==> src/design/tmprof_pkg.sv <==
// Shared types, codes and helper functions of the trapezoid motion profile generator.
package tmprof_pkg;

    localparam int TICK_HZ_DEF = 100;
    localparam int QDEPTH = 2;

    localparam logic [1:0] OP_TICK  = 2'd0;
    localparam logic [1:0] OP_START = 2'd1;
    localparam logic [1:0] OP_STOP  = 2'd2;

    localparam logic [1:0] PH_STOP   = 2'd0;
    localparam logic [1:0] PH_ACCEL  = 2'd1;
    localparam logic [1:0] PH_CRUISE = 2'd2;
    localparam logic [1:0] PH_DECEL  = 2'd3;

    localparam logic [1:0] CFG_ACCEL = 2'd0;
    localparam logic [1:0] CFG_DECEL = 2'd1;
    localparam logic [1:0] CFG_ARC   = 2'd2;

    localparam logic [23:0] TICKS_MAX = 24'hFFFFFF;

    typedef enum logic [1:0] {
        KIND_TICK,
        KIND_START,
        KIND_STOP,
        KIND_NOP
    } kind_t;

    typedef struct packed {
        kind_t              kind;
        logic signed [15:0] distance;
        logic [11:0]        max_speed;
        logic               rotate;
    } item_t;

    // Head of the command queue as seen by the execution side.
    typedef struct packed {
        logic  valid;
        item_t item;
    } qhead_t;

    typedef struct packed {
        logic [15:0] accel;
        logic [15:0] decel;
        logic [15:0] arc;
    } cfg_t;

    typedef struct packed {
        logic signed [23:0] left;
        logic signed [23:0] right;
        logic [11:0]        speed;
    } emit_t;

    // A zero rate is treated as one.
    function automatic logic [15:0] nz16(input logic [15:0] v);
        return (v == 16'd0) ? 16'd1 : v;
    endfunction

    // Wheel setpoints and displayed speed from the travel and speed accumulators.
    function automatic emit_t emit(input logic signed [39:0] trv,
                                   input logic signed [31:0] spd,
                                   input logic turn,
                                   input logic rev);
        logic signed [31:0] s;
        logic signed [23:0] m;
        logic signed [23:0] l;
        logic signed [23:0] r;
        emit_t              e;
        s = trv[39:8];
        if (s > 32'sd8388607)
        begin
            m = 24'sd8388607;
        end
        else if (s < -32'sd8388607)
        begin
            m = -24'sd8388607;
        end
        else
        begin
            m = s[23:0];
        end
        l = turn ? -m : m;
        r = m;
        if (rev)
        begin
            l = -l;
            r = -r;
        end
        e.left  = l;
        e.right = r;
        if (spd <= 32'sd0)
        begin
            e.speed = 12'd0;
        end
        else if (spd[31:16] > 16'd4095)
        begin
            e.speed = 12'd4095;
        end
        else
        begin
            e.speed = spd[27:16];
        end
        return e;
    endfunction

endpackage

==> src/design/tmprof_front.sv <==
// Command intake: accepts items, classifies the opcode and queues them for execution.
module tmprof_front (
    input  logic                clk,
    input  logic                rst_n,
    input  logic                push,
    output logic                full,
    input  logic [1:0]          opcode,
    input  logic signed [15:0]  distance,
    input  logic [11:0]         max_speed_mm_s,
    input  logic                rotate,
    output tmprof_pkg::qhead_t  head,
    input  logic                head_pop
);
    import tmprof_pkg::*;

    localparam int PW = $clog2(QDEPTH);

    item_t          mem_reg [QDEPTH];
    logic [PW-1:0]  wr_ptr_reg;
    logic [PW-1:0]  rd_ptr_reg;
    logic [PW:0]    count_reg;
    item_t          item_in;
    logic           do_push;
    logic           do_pop;

    // Classify the opcode into a command kind.
    always_comb
    begin
        item_in.distance  = distance;
        item_in.max_speed = max_speed_mm_s;
        item_in.rotate    = rotate;
        unique case (opcode)
            OP_TICK:  item_in.kind = KIND_TICK;
            OP_START: item_in.kind = KIND_START;
            OP_STOP:  item_in.kind = KIND_STOP;
            default:  item_in.kind = KIND_NOP;
        endcase
    end

    assign full       = (count_reg == (PW+1)'(QDEPTH));
    assign do_push    = push && !full;
    assign do_pop     = head_pop && head.valid;
    assign head.valid = (count_reg != '0);
    assign head.item  = mem_reg[rd_ptr_reg];

    // Queue storage.
    always_ff @(posedge clk)
    begin
        if (do_push)
        begin
            mem_reg[wr_ptr_reg] <= item_in;
        end
    end

    // Queue pointers and fill count.
    always_ff @(posedge clk or negedge rst_n)
    begin
        if (!rst_n)
        begin
            wr_ptr_reg <= '0;
            rd_ptr_reg <= '0;
            count_reg  <= '0;
        end
        else
        begin
            if (do_push)
            begin
                wr_ptr_reg <= wr_ptr_reg + 1'b1;
            end
            if (do_pop)
            begin
                rd_ptr_reg <= rd_ptr_reg + 1'b1;
            end
            if (do_push && !do_pop)
            begin
                count_reg <= count_reg + 1'b1;
            end
            else if (do_pop && !do_push)
            begin
                count_reg <= count_reg - 1'b1;
            end
        end
    end

endmodule

==> config.mk <==
export PLATFORM = sky130hd
export DESIGN_NAME = tmprof_front
export DESIGN_NICKNAME = d
export VERILOG_FILES = /design/src/design/tmprof_pkg.sv /design/src/design/tmprof_front.sv
export SDC_FILE = /design/constraint.sdc
export NUM_CORES = 1
export LEC_CHECK = 0
export ABC_CLOCK_PERIOD_IN_PS = 6900
export BUFFER_PORTS_ARGS = -buffer_cell sky130_fd_sc_hd__buf_2
export CAP_MARGIN = 20
export CORE_MARGIN = 10
export CORE_UTILIZATION = 56
export DETAILED_ROUTE_END_ITERATION = 10
export PLACE_DENSITY = 0.95
export SLEW_MARGIN = 20
export SYNTH_ARGS = -nofsm -noshare
export SYNTH_HDL_FRONTEND = slang
export SYNTH_SLANG_ARGS = --single-unit
==> constraint.sdc <==
create_clock -name clk -period 6.9 [get_ports clk]
set_input_delay 0.345 -clock clk [delete_from_list [all_inputs] [get_ports clk]]
set_output_delay 0.345 -clock clk [all_outputs]
set_load 0.02 [all_outputs]
=== Yosys cells after proc, flatten, opt, wreduce, memory -nomap -nowiden ===
Memories as Yosys holds them, arrays and structs flattened.
Cells that the tools add are included.

* Flip-flop bits (word level): 4
* Memory bits (writable): 62
* Input port bits: 35
* Output and inout port bits: 33
* Logic and storage cells: 26
* Memories kept: 1

* Add/subtract/negate cells: 4
* Eq/ne operators: 3
* Multiplexer cells: 5
* Reduce and logical (&&, ||, !) cells: 10

{| class="wikitable"
|+ Memory list
! memory !! words !! width !! read ports !! clocked after memory_dff !! write ports !! line !! text
|-
| mem_reg || 2 || 31 || 1 || 0 || 1 || tmprof_front.sv:18 || <nowiki>item_t mem_reg [QDEPTH];</nowiki>
|}

{| class="wikitable"
|+ Operators by type and width
! kind !! count
|-
| 2-bit one-hot mux with 3 select lines || 1
|-
| 2-bit == test, second input constant || 2
|-
| 1-bit logical AND || 4
|-
| 2-bit two-way mux || 2
|-
| 2-bit nonzero test || 2
|-
| 1-bit zero test || 3
|-
| 1-bit adder, second input constant || 2
|-
| 2-bit by 1-bit adder with 2-bit output, second input constant || 1
|-
| 2-bit by 1-bit == test with 1-bit output, second input constant || 1
|-
| 2-bit zero test || 1
|-
| 1-bit two-way mux || 2
|-
| 2-bit by 1-bit subtractor with 2-bit output, second input constant || 1
|}

=== Depth between registers and ports, before layout ===
Gate-level depths: netlist of the first run.

* Depth in word-level cells: 7
* Mapped depth: 7
* Mapped depth without buffers: 7

=== Worst setup path before layout of the first run ===
OpenSTA, ideal clock, no wires.

* Path type: register to register
* Start: reg count_reg[0]
* End: mem mem_reg[0][0] in the netlist's numbering (enable)
* Setup time: 419 ps
* Arrival: 1936 ps
* Data required time: 6481 ps
* Setup slack: 4545 ps
* Stages on the path, launching flop included: 4
* Buffers on the path: 0
* Period minus slack after synthesis: 2355 ps
* Cells stage by stage: dfrtp_1 nand2b_1 nand2_1 nor2_1

* Longest elaborated chain between the ends: 5

{| class="wikitable"
|+ RTL lines
! element !! line !! text
|-
| start, declared || tmprof_front.sv:21 || <nowiki>logic [PW:0] count_reg;</nowiki>
|-
| start signal, assigned || tmprof_front.sv:76 || <nowiki>count_reg <= count_reg + 1'b1;</nowiki>
|-
| start signal, assigned || tmprof_front.sv:80 || <nowiki>count_reg <= count_reg - 1'b1;</nowiki>
|-
| 2-bit == test || tmprof_front.sv:40 || <nowiki>assign full = (count_reg == (PW+1)'(QDEPTH));</nowiki>
|-
| 1-bit zero test || tmprof_front.sv:41 || <nowiki>assign do_push = push && !full;</nowiki>
|-
| 1-bit logical AND || tmprof_front.sv:41 ||
|-
| 1-bit two-way mux || tmprof_front.sv:49 || <nowiki>if (do_push)</nowiki>
|-
| 1-bit two-way mux (not written as such) || tmprof_front.sv:51 || <nowiki>mem_reg[wr_ptr_reg] <= item_in;</nowiki>
|-
| end, declared || tmprof_front.sv:18 ||
|}

No other way between the ends.

==> run summary, run 1 <==
The flow ran to the end, and the final reports show no timing, DRC or antenna violations. Adding up every negative setup slack in the final design gives 0 ns. On the critical path, the stage with the largest delay is an instance of sky130_fd_sc_hd__dfrtp_2. The largest fanout on the critical path came out at 32. For this run, the number of standard cells in the final layout without fillers is 248.

In the final routed layout, each cell accounts on average for 17.2 um. In this run the mean area of a mapped cell was 22.0 um^2. The number of design rule violations left after detail routing is 0. The initial core utilization came out at 58.9%. The setup violation total in the final timing report came out at 0. The worst setup path is launched from a register. The routability congestion estimate from global placement is approximately 0.7. The unique cell type count in the Yosys netlist is 17. The cell sitting at the root of the clock tree is a sky130_fd_sc_hd__clkbuf_8. The area of the core is 0.00441 mm^2. The number of buffers inserted to repair setup after CTS is 0. Counting along the longest clock path gives a buffer depth of 2. The via count of the first global-routing pass was 1378. The final-report max-slew violation count was 0. The initialized floorplan defines 24 standard-cell rows. The clock-pin slew on the worst setup and hold paths is 0.07 ns. The floorplan step set the die height to 88.1 um. In this run the static leakage power is 1.29 nW. The insertion delay to the later sink of the worst-skew pair came out at 0.32 ns.

When the netlist entered floorplanning its net count stood at 154. Synthesis produced 118 cells. The number of warnings reported in the yosys synthesis log came out at 0.

The number of nets in the finished design came out at 228. The H-tree was split into 3 levels. The count of clock tree sinks came out at 66. The number of clock buffers added by TritonCTS is 9. The largest single stage delay on the critical path is 1.01 ns. The headroom to the max-slew limit is between 30% and 40%. The critical path goes through mux2_2 -> buf_2. The arrival time reported for the critical path endpoint came out at 1.90 ns.

The power density over cell area is 442 mW/mm^2. After detailed routing, no signal wire sits above met4. The routed length on met1 is 1640 um. The final hold violation count came to 0. The antenna cell count is 0. In this run the remaining antenna-violating nets after routing total 0. The count of buffers from port buffering is 67. The slew of the pin with the lowest slew margin came out at a little under 1 ns. The number of inserted filler cells in the final layout is 303. From synthesis to final layout, the design area changed by 20.1%. The count of hold-fix buffers inserted at cts is 1. The number of top-level pins came out at 68. Between clock sinks in the finished design, the worst skew comes to 0.00748 ns. The initial detailed-routing violation count is 59. The flip-flop and latch count after synthesis is 66. The worst hold-check path type is in2reg. The highest achievable clock rate came out at 445 MHz.

The first-pass GRT wire length came out at 6510 um. The pre-antenna-repair detailed-routing pass consisted of 4 iterations. The total half-perimeter wirelength after legalization and detailed placement is 3030 um. The via count is 1240. The number of cells in the design after placement is approximately 230. The worst setup path is of the reg2out kind.

The initial antenna violation count is 0. The total congestion overflow came out at 0. Wires add up to ~4300 um. STA classifies the critical path endpoint as an output port. The number of max-capacitance violations reported came out at 0.

TritonCTS built the clock tree. The number of gates given a new drive strength after cts is 0. Counting I/O delays and the setup requirement, the final critical path takes 2.25 ns.

The total met3 wirelength after detailed routing is approximately 510 um. Across the VDD grid, the largest voltage drop is 0.301 mV. The part of the cycle the worst path needs came out at 32.6%. The number of flip-flops under the largest register name is 62.

The total die area came out at ~0.0078 mm^2. Setup repair after global routing left no endpoint under its margin. The overall fraction of global-route tracks in use came out at ~11%. The width of the chip came out at 88.1 um. The maximum number of pins on one net before global-route repair came out at 33.

The met2 layer wire length in the routed design came out at between 2000 and 2500 um. The proportion of synthesized chip area in sequential cells is 75.5%. The layout cell share with drive strength beyond 1 is slightly below 60%. Using the TritonRoute via totals, the vias-per-cell ratio works out to 5.00. The worst path required time came out at 6.55 ns. After synthesis the cells add up to 0.00260 mm^2.
[metrics by stage]
| stage | hold slack (ns) | area, um^2 | setup slack [ns] | utilization (%) | total power [mW] |
|---|---|---|---|---|---|
| floorplan | 0.0494 | 2600 | 4.54 | - | 1.01 |
| global placement | 0.157 | 2940 | 4.98 | 66.5 | 1.10 |
| CTS | 0.190 | 3120 | 4.61 | 70.7 | 1.40 |
| global route | 0.179 | 3120 | 4.54 | 70.7 | 1.45 |
| detailed placement | 0.160 | 2940 | 4.97 | 66.5 | 1.11 |
| finish | 0.206 | 3120 | 4.65 | 70.7 | 1.38 |
[synth_stat cells (all sizes together)]
cell    count  area (um^2)
or2         1         6.26
nand2       2         10.0
xnor2       3         26.3
dfrtp       4          100
clkbuf      2         7.51
edfxtp     62         1860
and3        1         6.26
inv         2         7.51
xor2        2         17.5
mux2       31          458
buf         4         71.3
nor2        2         7.51
ha          1         12.5
nand2b      1         6.26
[final timing paths]
| kind | endpoint | cells after the start | start | slack (ns) |
|---|---|---|---|---|
| setup / recovery | head[18] | 2 | rd_ptr_reg | 4.65 |
| setup reg to reg | mem_reg[0][12] | 3 | count_reg[0] | 5.11 |
| max in group asynchronous | rd_ptr_reg | 2 | rst_n | 6.40 |
| hold / removal | mem_reg[0][18] | 1 | distance[5] | 0.21 |
| min in group asynchronous | wr_ptr_reg | 2 | rst_n | 0.36 |
| hold reg to reg | count_reg[1] | 1 | count_reg[1] | 0.50 |
[final cells by class]
type / instances / area, um^2 / share of cell area [%]
repair buffers: 69 / 353 / 11.3
multi-input cells: 44 / 558 / 17.9
clock inverters: 5 / 46.3 / 1.48
well taps: 52 / 65.1 / 2.09
inverters: 2 / 7.51 / 0.241
clock buffers: 10 / 128 / 4.09
flip-flops and latches: 66 / 1960 / 62.9
[critical path, delay by kind of cell (launching register included)]
kind,cells,cell delay [ns]
buf+inv,1,0.16
flops,1,1.01
mux,1,0.41
[logic make-up (layout without fill, tap and decap cells)]
family / Yosys count / after routing / share of synthesized area (%)
flops: 66 / 66 / 75.5
fa+ha+maj: 1 / 1 / 0.481
xor+xnor: 5 / 5 / 1.69
simple gates: 7 / 7 / 1.40
mux: 31 / 31 / 17.6
buf+inv: 8 / 86 / 3.32
[placed cells by master, fill, tap and decap left out, drive strengths merged]
cell type    instances
buf                 68
mux2                31
xor2                 2
dlygate4sd3          1
xnor2                3
nor2                 2
clkbuf              10
or2                  1
edfxtp              62
nand2b               1
clkinv               4
and3                 1
dfrtp                4
nand2                2
inv                  2
bufinv               1
ha                   1
[report_power, final]
group	switching, mW	internal (mW)	leakage (nW)
clock network	0.126	0.161	0.0886
logic	0.236	0.228	0.578
registers	0.0782	0.551	0.622
[per-layer routing]
| metal | up-vias | global-route usage [%] |
|---|---|---|
| li1 | 598 | - |
| met4 | 0 | 4.71 |
| met1 | 584 | 12.1 |
| met5 | - | 0 |
| met3 | 4 | 6.87 |
| met2 | 54 | 17.8 |
Power figures use the tool's default switching activity.
==> run 2: changes to the inputs <==
- ABC_CLOCK_PERIOD_IN_PS: 6900 -> 2300
- CORE_UTILIZATION: 56 -> 52
- PLACE_DENSITY: 0.95 -> 0.91
- clock period: 6.9 -> 2.3 ns (I/O delays scaled with it)
==> run summary, run 2 (same netlist as run 1, synthesis figures left out) <==
The detailed router finished its first iteration with 101 violations. The clock-pin slew on the worst setup and hold paths is 0.07 ns. The tightest hold margin came out at 0.0652 ns. The width of the chip is 90.7 um. Before antenna repair, the detailed router went through 4 iterations. The worst register-to-register path ends at mem_reg[0][24]. Buffers inserted during clock tree synthesis total 9. The worst hold path passes through 3 cells. The initial antenna violation count is 0. The number of nets in the finished design came out at approximately 260. The setup violation total in the final timing report is 0.

The first-pass GRT wire length came out at 8620 um. The antenna cell count is 0. The register-to-register setup slack is 0.68 ns. The part of the cycle the worst path needs came out at a little over four fifths.

The insertion delay to the later sink of the worst-skew pair came out at 0.32 ns. The power density over cell area is approximately 1300 mW/mm^2. The start-to-end type of the worst setup path is reg2out. In the routed design, unresolved DRC markers number 0. The area of the core is ~0.0048 mm^2. The static leakage came out at around 1.5 nW. The clock root buffer is sky130_fd_sc_hd__clkbuf_8. The overall fraction of global-route tracks in use is about an eighth. The maximum number of pins on one net before global-route repair came out at 21. The slew of the pin with the lowest slew margin came out at 0.437 ns. The final hold violation count is 0. The routed length per instance came out at 17.5 um.

The headroom to the max-slew limit is 70.9%. The final-report max-slew violation count is 0. The flow ran to the end, and the final reports show no timing, DRC or antenna violations. The final antenna-violating net count is 0. The final critical delay including setup and external delays is 1.92 ns.

IR analysis of the VDD net gives a maximum drop of 0.739 mV. Leaving out fill and tap cells, the most frequent cells in the layout are sky130_fd_sc_hd__buf_2 (67), sky130_fd_sc_hd__edfxtp_1 (62), sky130_fd_sc_hd__dlygate4sd3_1 (32). The largest fanout on the critical path is 15. The count of clock tree sinks came out at 66. In this run the worst setup path begins at rd_ptr_reg. The layout has 296 filler cells. The clock tree skew after final layout is 0.00600 ns. STA classifies the critical path startpoint as a register.

The initial core utilization is 54.3%. The maximum level of the CTS H-tree is 3. The via count came out at between 1000 and 1500.

Across the run, the number of max-cap violations was 0. The worst setup path is captured at an output port. The number of top-level pins came out at 68. The signed area change from the synthesized netlist to the final layout came out at 36.6%.

The routability congestion estimate from global placement is 0.707. The routed design has ~5200 um of wire. The number of flip-flops under the largest register name came out at 62. The total half-perimeter wirelength after legalization and detailed placement is 3350 um. TritonCTS built the clock tree.

The start point of the worst min-delay path is head_pop. The highest achievable clock rate is 522 MHz. The clock passes through at most 2 buffers.

The site row count is 25. STA puts the critical path data required time at 2.18 ns. For this run, the share of the core covered by cells in the final layout is about three quarters. The total congestion overflow came out at 0. The arrival time reported for the critical path endpoint came out at around 1.8 ns. The endpoint of the worst hold-timing path is rd_ptr_reg.

The vertical die dimension came out at 90.7 um. The count of buffers from port buffering is 67. The worst hold-check path type is in2reg.

The number of gates given a new drive strength after cts came out at 0. In the routed layout, each cell is associated on average with a via count of between 4 and 5. The count of cells along the worst register-to-register path is 4. The via count of the first global-routing pass is 1643. The floorplan step defined a die boundary enclosing approximately 0.0082 mm^2. In the final timing run, aggregate negative setup slack is 0 ns. Setup repair after global routing left no endpoint under its margin. The start of the worst register-to-register path is count_reg[0].

Leaving out fill and tap cells, the most frequent cell in the layout is sky130_fd_sc_hd__buf_2. The layout cell share with drive strength beyond 1 came out at 52.2%.
## run 2: through the flow
step,cells,area (um^2),total power [mW],setup WS (ns)
finish,299,3550,4.54,0.384
global route,299,3550,4.76,0.285
CTS,299,3550,4.59,0.334
detailed placement,251,3000,3.41,0.685
global placement,251,3000,3.36,0.721
floorplan,118,2600,3.03,0.453
## run 2: area by class of cell
type / instances / area [um^2] / area share, %
sequential: 66 / 1960 / 55.3
timing repair buffer: 104 / 706 / 19.9
multi-input combinational: 44 / 558 / 15.7
clock buffer: 10 / 128 / 3.59
clock inverter: 6 / 105 / 2.96
tap: 67 / 83.8 / 2.36
inverter: 2 / 7.51 / 0.211
## run 2: critical path: stages (launching register included)
cell	delay (ns)
sky130_fd_sc_hd__dfrtp_2	0.64
sky130_fd_sc_hd__buf_4	0.34
sky130_fd_sc_hd__mux2_4	0.33
sky130_fd_sc_hd__buf_2	0.17
## run 2: worst max path at each step
stage / to / depth (start not counted) / slack, ns
after floorplan: mem_reg[0][0] / 3 / 0.45
after global placement: head[12] / 3 / 0.72
after detailed placement: mem_reg[0][22] / 4 / 0.69
after CTS: head[10] / 3 / 0.33
after global routing: head[10] / 3 / 0.28
final: head[12] / 3 / 0.38
## run 2: layer usage
metal	global-route usage [%]	wire (um)	up-vias
met4	3.58	0	0
met3	5.57	350	0
li1	-	-	668
met5	0	0	-
met2	23.4	2880	40
met1	14.0	2020	695
## run 2: power by group
part	switching (mW)	leakage [nW]	internal [mW]
registers	0.158	0.622	1.65
logic	0.853	0.731	0.755
clock network	0.412	0.120	0.715
## run 2: timing repair
item,CTS,global route
endpoints found under the hold margin,66,0
buffers inserted,0,0
hold buffers,32,0
==> run 3: changes to the inputs <==
- ABC_CLOCK_PERIOD_IN_PS: 2300 -> 1900
- clock period: 2.3 -> 1.9 ns (I/O delays scaled with it)
==> run summary, run 3 (same netlist as run 1, synthesis figures left out) <==
Relative to the synthesized area, the layout overhead comes to 35.2%. The initial antenna violation count came out at 1. The site row count came out at 25.

The number of design rule violations left after detail routing is 0. The highest achievable clock rate came out at slightly below 600 MHz. The count of nets left with antenna violations once routing finished came out at 0. Setup repair after global routing left no endpoint under its margin.

Measured along the x axis, the die boundary spans 90.7 um. The count of clock tree sinks came out at 66. The routed length per instance came out at 16.5 um. Summing all flip-flop and latch instances after layout gives 0.00196 mm^2. The clock tree skew after final layout is 0.00441 ns. The final-report max-slew violation count came out at 0. The count of hold-fix buffers inserted at cts came out at 32. The number of cells in the design after placement came out at 252. Across all layers, the routed design uses 1401 vias. STA classifies the critical path endpoint as an output port. The area of the core came out at 0.00479 mm^2. The worst hold-check path type is in2reg.

For the pin with the worst max-slew slack, the measured transition is 0.372 ns. The maximum number of pins on one net before global-route repair is 21. The number of gates given a new drive strength after cts is 0.

The count of buffers from port buffering came out at 67. The total half-perimeter wirelength after legalization and detailed placement is around 3200 um. The arrival time reported for the critical path endpoint is 1.62 ns. Across all hold checks on the routed design, the worst slack comes to 0.0355 ns. Summed over all cells, the static leakage comes to approximately 1.5 nW. The final critical delay including setup and external delays came out at 1.71 ns.

The initial core utilization came out at 54.3%. The number of CTS-inserted buffers came out at 9. The layout cell share with drive strength beyond 1 is 50.9%.

For the final routed database, the setup TNS stands at 0 ns. The number of top-level pins is just under 70. In the layout the commonest cells are sky130_fd_sc_hd__buf_2 (67), sky130_fd_sc_hd__edfxtp_1 (62), sky130_fd_sc_hd__dlygate4sd3_1 (32). The clock tree synthesis step divided the H-tree into 3 levels.

The multi-input logic area is ~560 um^2. The total die area is approximately 0.008 mm^2. Setup violations remaining at the end of the flow were counted as 0. Clock-pin slew was measured on the worst setup and hold paths at 0.06 ns. The tree is rooted in a sky130_fd_sc_hd__clkbuf_8. The post-route total power came out at roughly 5.2 mW. The flow ran to the end, and the final reports show no timing, DRC or antenna violations. The total congestion overflow is 0. The post-detailed-routing wire length is around 5000 um. The first global-routing pass estimated roughly 8000 um of wire. The worst path required time came out at 1.80 ns. Across the VDD grid, the largest voltage drop is 1.03 mV. The register with the most flip-flops in the layout has 62 of them. The net count of the finished layout is 264. TritonCTS built the clock tree. STA classifies the critical path startpoint as a register.

The number of search-and-repair iterations in the first detailed-routing pass is 4. The part of the cycle the worst path needs is 90.0%. The number of max-capacitance violations reported is 0.

The headroom to the max-slew limit came out at 75.2%. The number of buffers inserted to repair setup after CTS is 0. The critical path is of the reg2out type. Dividing the detail-routed via count by the number of cells gives 4.67. The share of the core filled with cells is 73.4%. The final hold violation count came out at 0. The detailed router finished its first iteration with 51 violations. The routability congestion estimate from global placement came out at slightly below 0.7. Leaving out fill and tap cells, the most frequent cell in the layout is sky130_fd_sc_hd__buf_2. The power density over cell area came out at 1480 mW/mm^2. The number of inserted filler cells in the final layout is approximately 310. The maximum buffer depth of the clock tree is 2. The overall fraction of global-route tracks in use came out at 12.4%. The via count of the first global-routing pass is about 1600.

The insertion delay to the later sink of the worst-skew pair came out at 0.33 ns. From bottom edge to top edge, the die measures 90.7 um. Of all nets on the critical path, the largest fanout is 12. The count of cells in the finished layout, fillers not included, comes to 300.
-- run 3: report_power, final --
part | switching [mW] | internal [mW] | total, mW
clock | 0.465 | 0.583 | 1.05
combinational | 1.03 | 0.957 | 1.99
sequential | 0.172 | 2.00 | 2.17
-- run 3: routing by layer --
metal / vias up / GRT usage, % / wire length [um]
li1: 667 / - / -
met1: 675 / 11.9 / 1830
met2: 50 / 21.4 / 2600
met3: 9 / 5.90 / 417
met4: 0 / 7.03 / 99
met5: - / 0 / 0
-- run 3: final timing paths --
check                              from      endpoint  slack, ns  cells past startpoint
max reg2reg                count_reg[0]  count_reg[1]       0.38                      6
min                            head_pop    rd_ptr_reg       0.04                      3
min reg2reg                count_reg[1]  count_reg[1]       0.50                      1
min in group asynchronous         rst_n    wr_ptr_reg       0.11                      2
max in group asynchronous         rst_n    rd_ptr_reg       1.65                      2
max                          rd_ptr_reg       head[8]       0.19                      3
-- run 3: through the flow --
| step | instance area [um^2] | setup WS, ns |
|---|---|---|
| 4_1_cts | 3510 | 0.169 |
| 5_1_grt | 3510 | 0.118 |
| 3_3_place_gp | 3020 | 0.463 |
| 2_1_floorplan | 2600 | 0.0528 |
| 6_report | 3510 | 0.190 |
| 3_5_place_dp | 3020 | 0.388 |
-- run 3: final cells by class --
class,count,area share [%]
Sequential cell,66,55.9
Clock inverter,5,1.32
Tap cell,67,2.39
Clock buffer,10,3.63
Timing Repair Buffer,105,20.6
Multi-Input combinational cell,44,15.9
Inverter,2,0.214
Antenna cell,1,0.0712
-- run 3: critical path: stages (launching register included) --
cell and delay, ns:
sky130_fd_sc_hd__dfrtp_2 0.60, sky130_fd_sc_hd__buf_12 0.21, sky130_fd_sc_hd__mux2_4 0.31, sky130_fd_sc_hd__buf_2 0.16
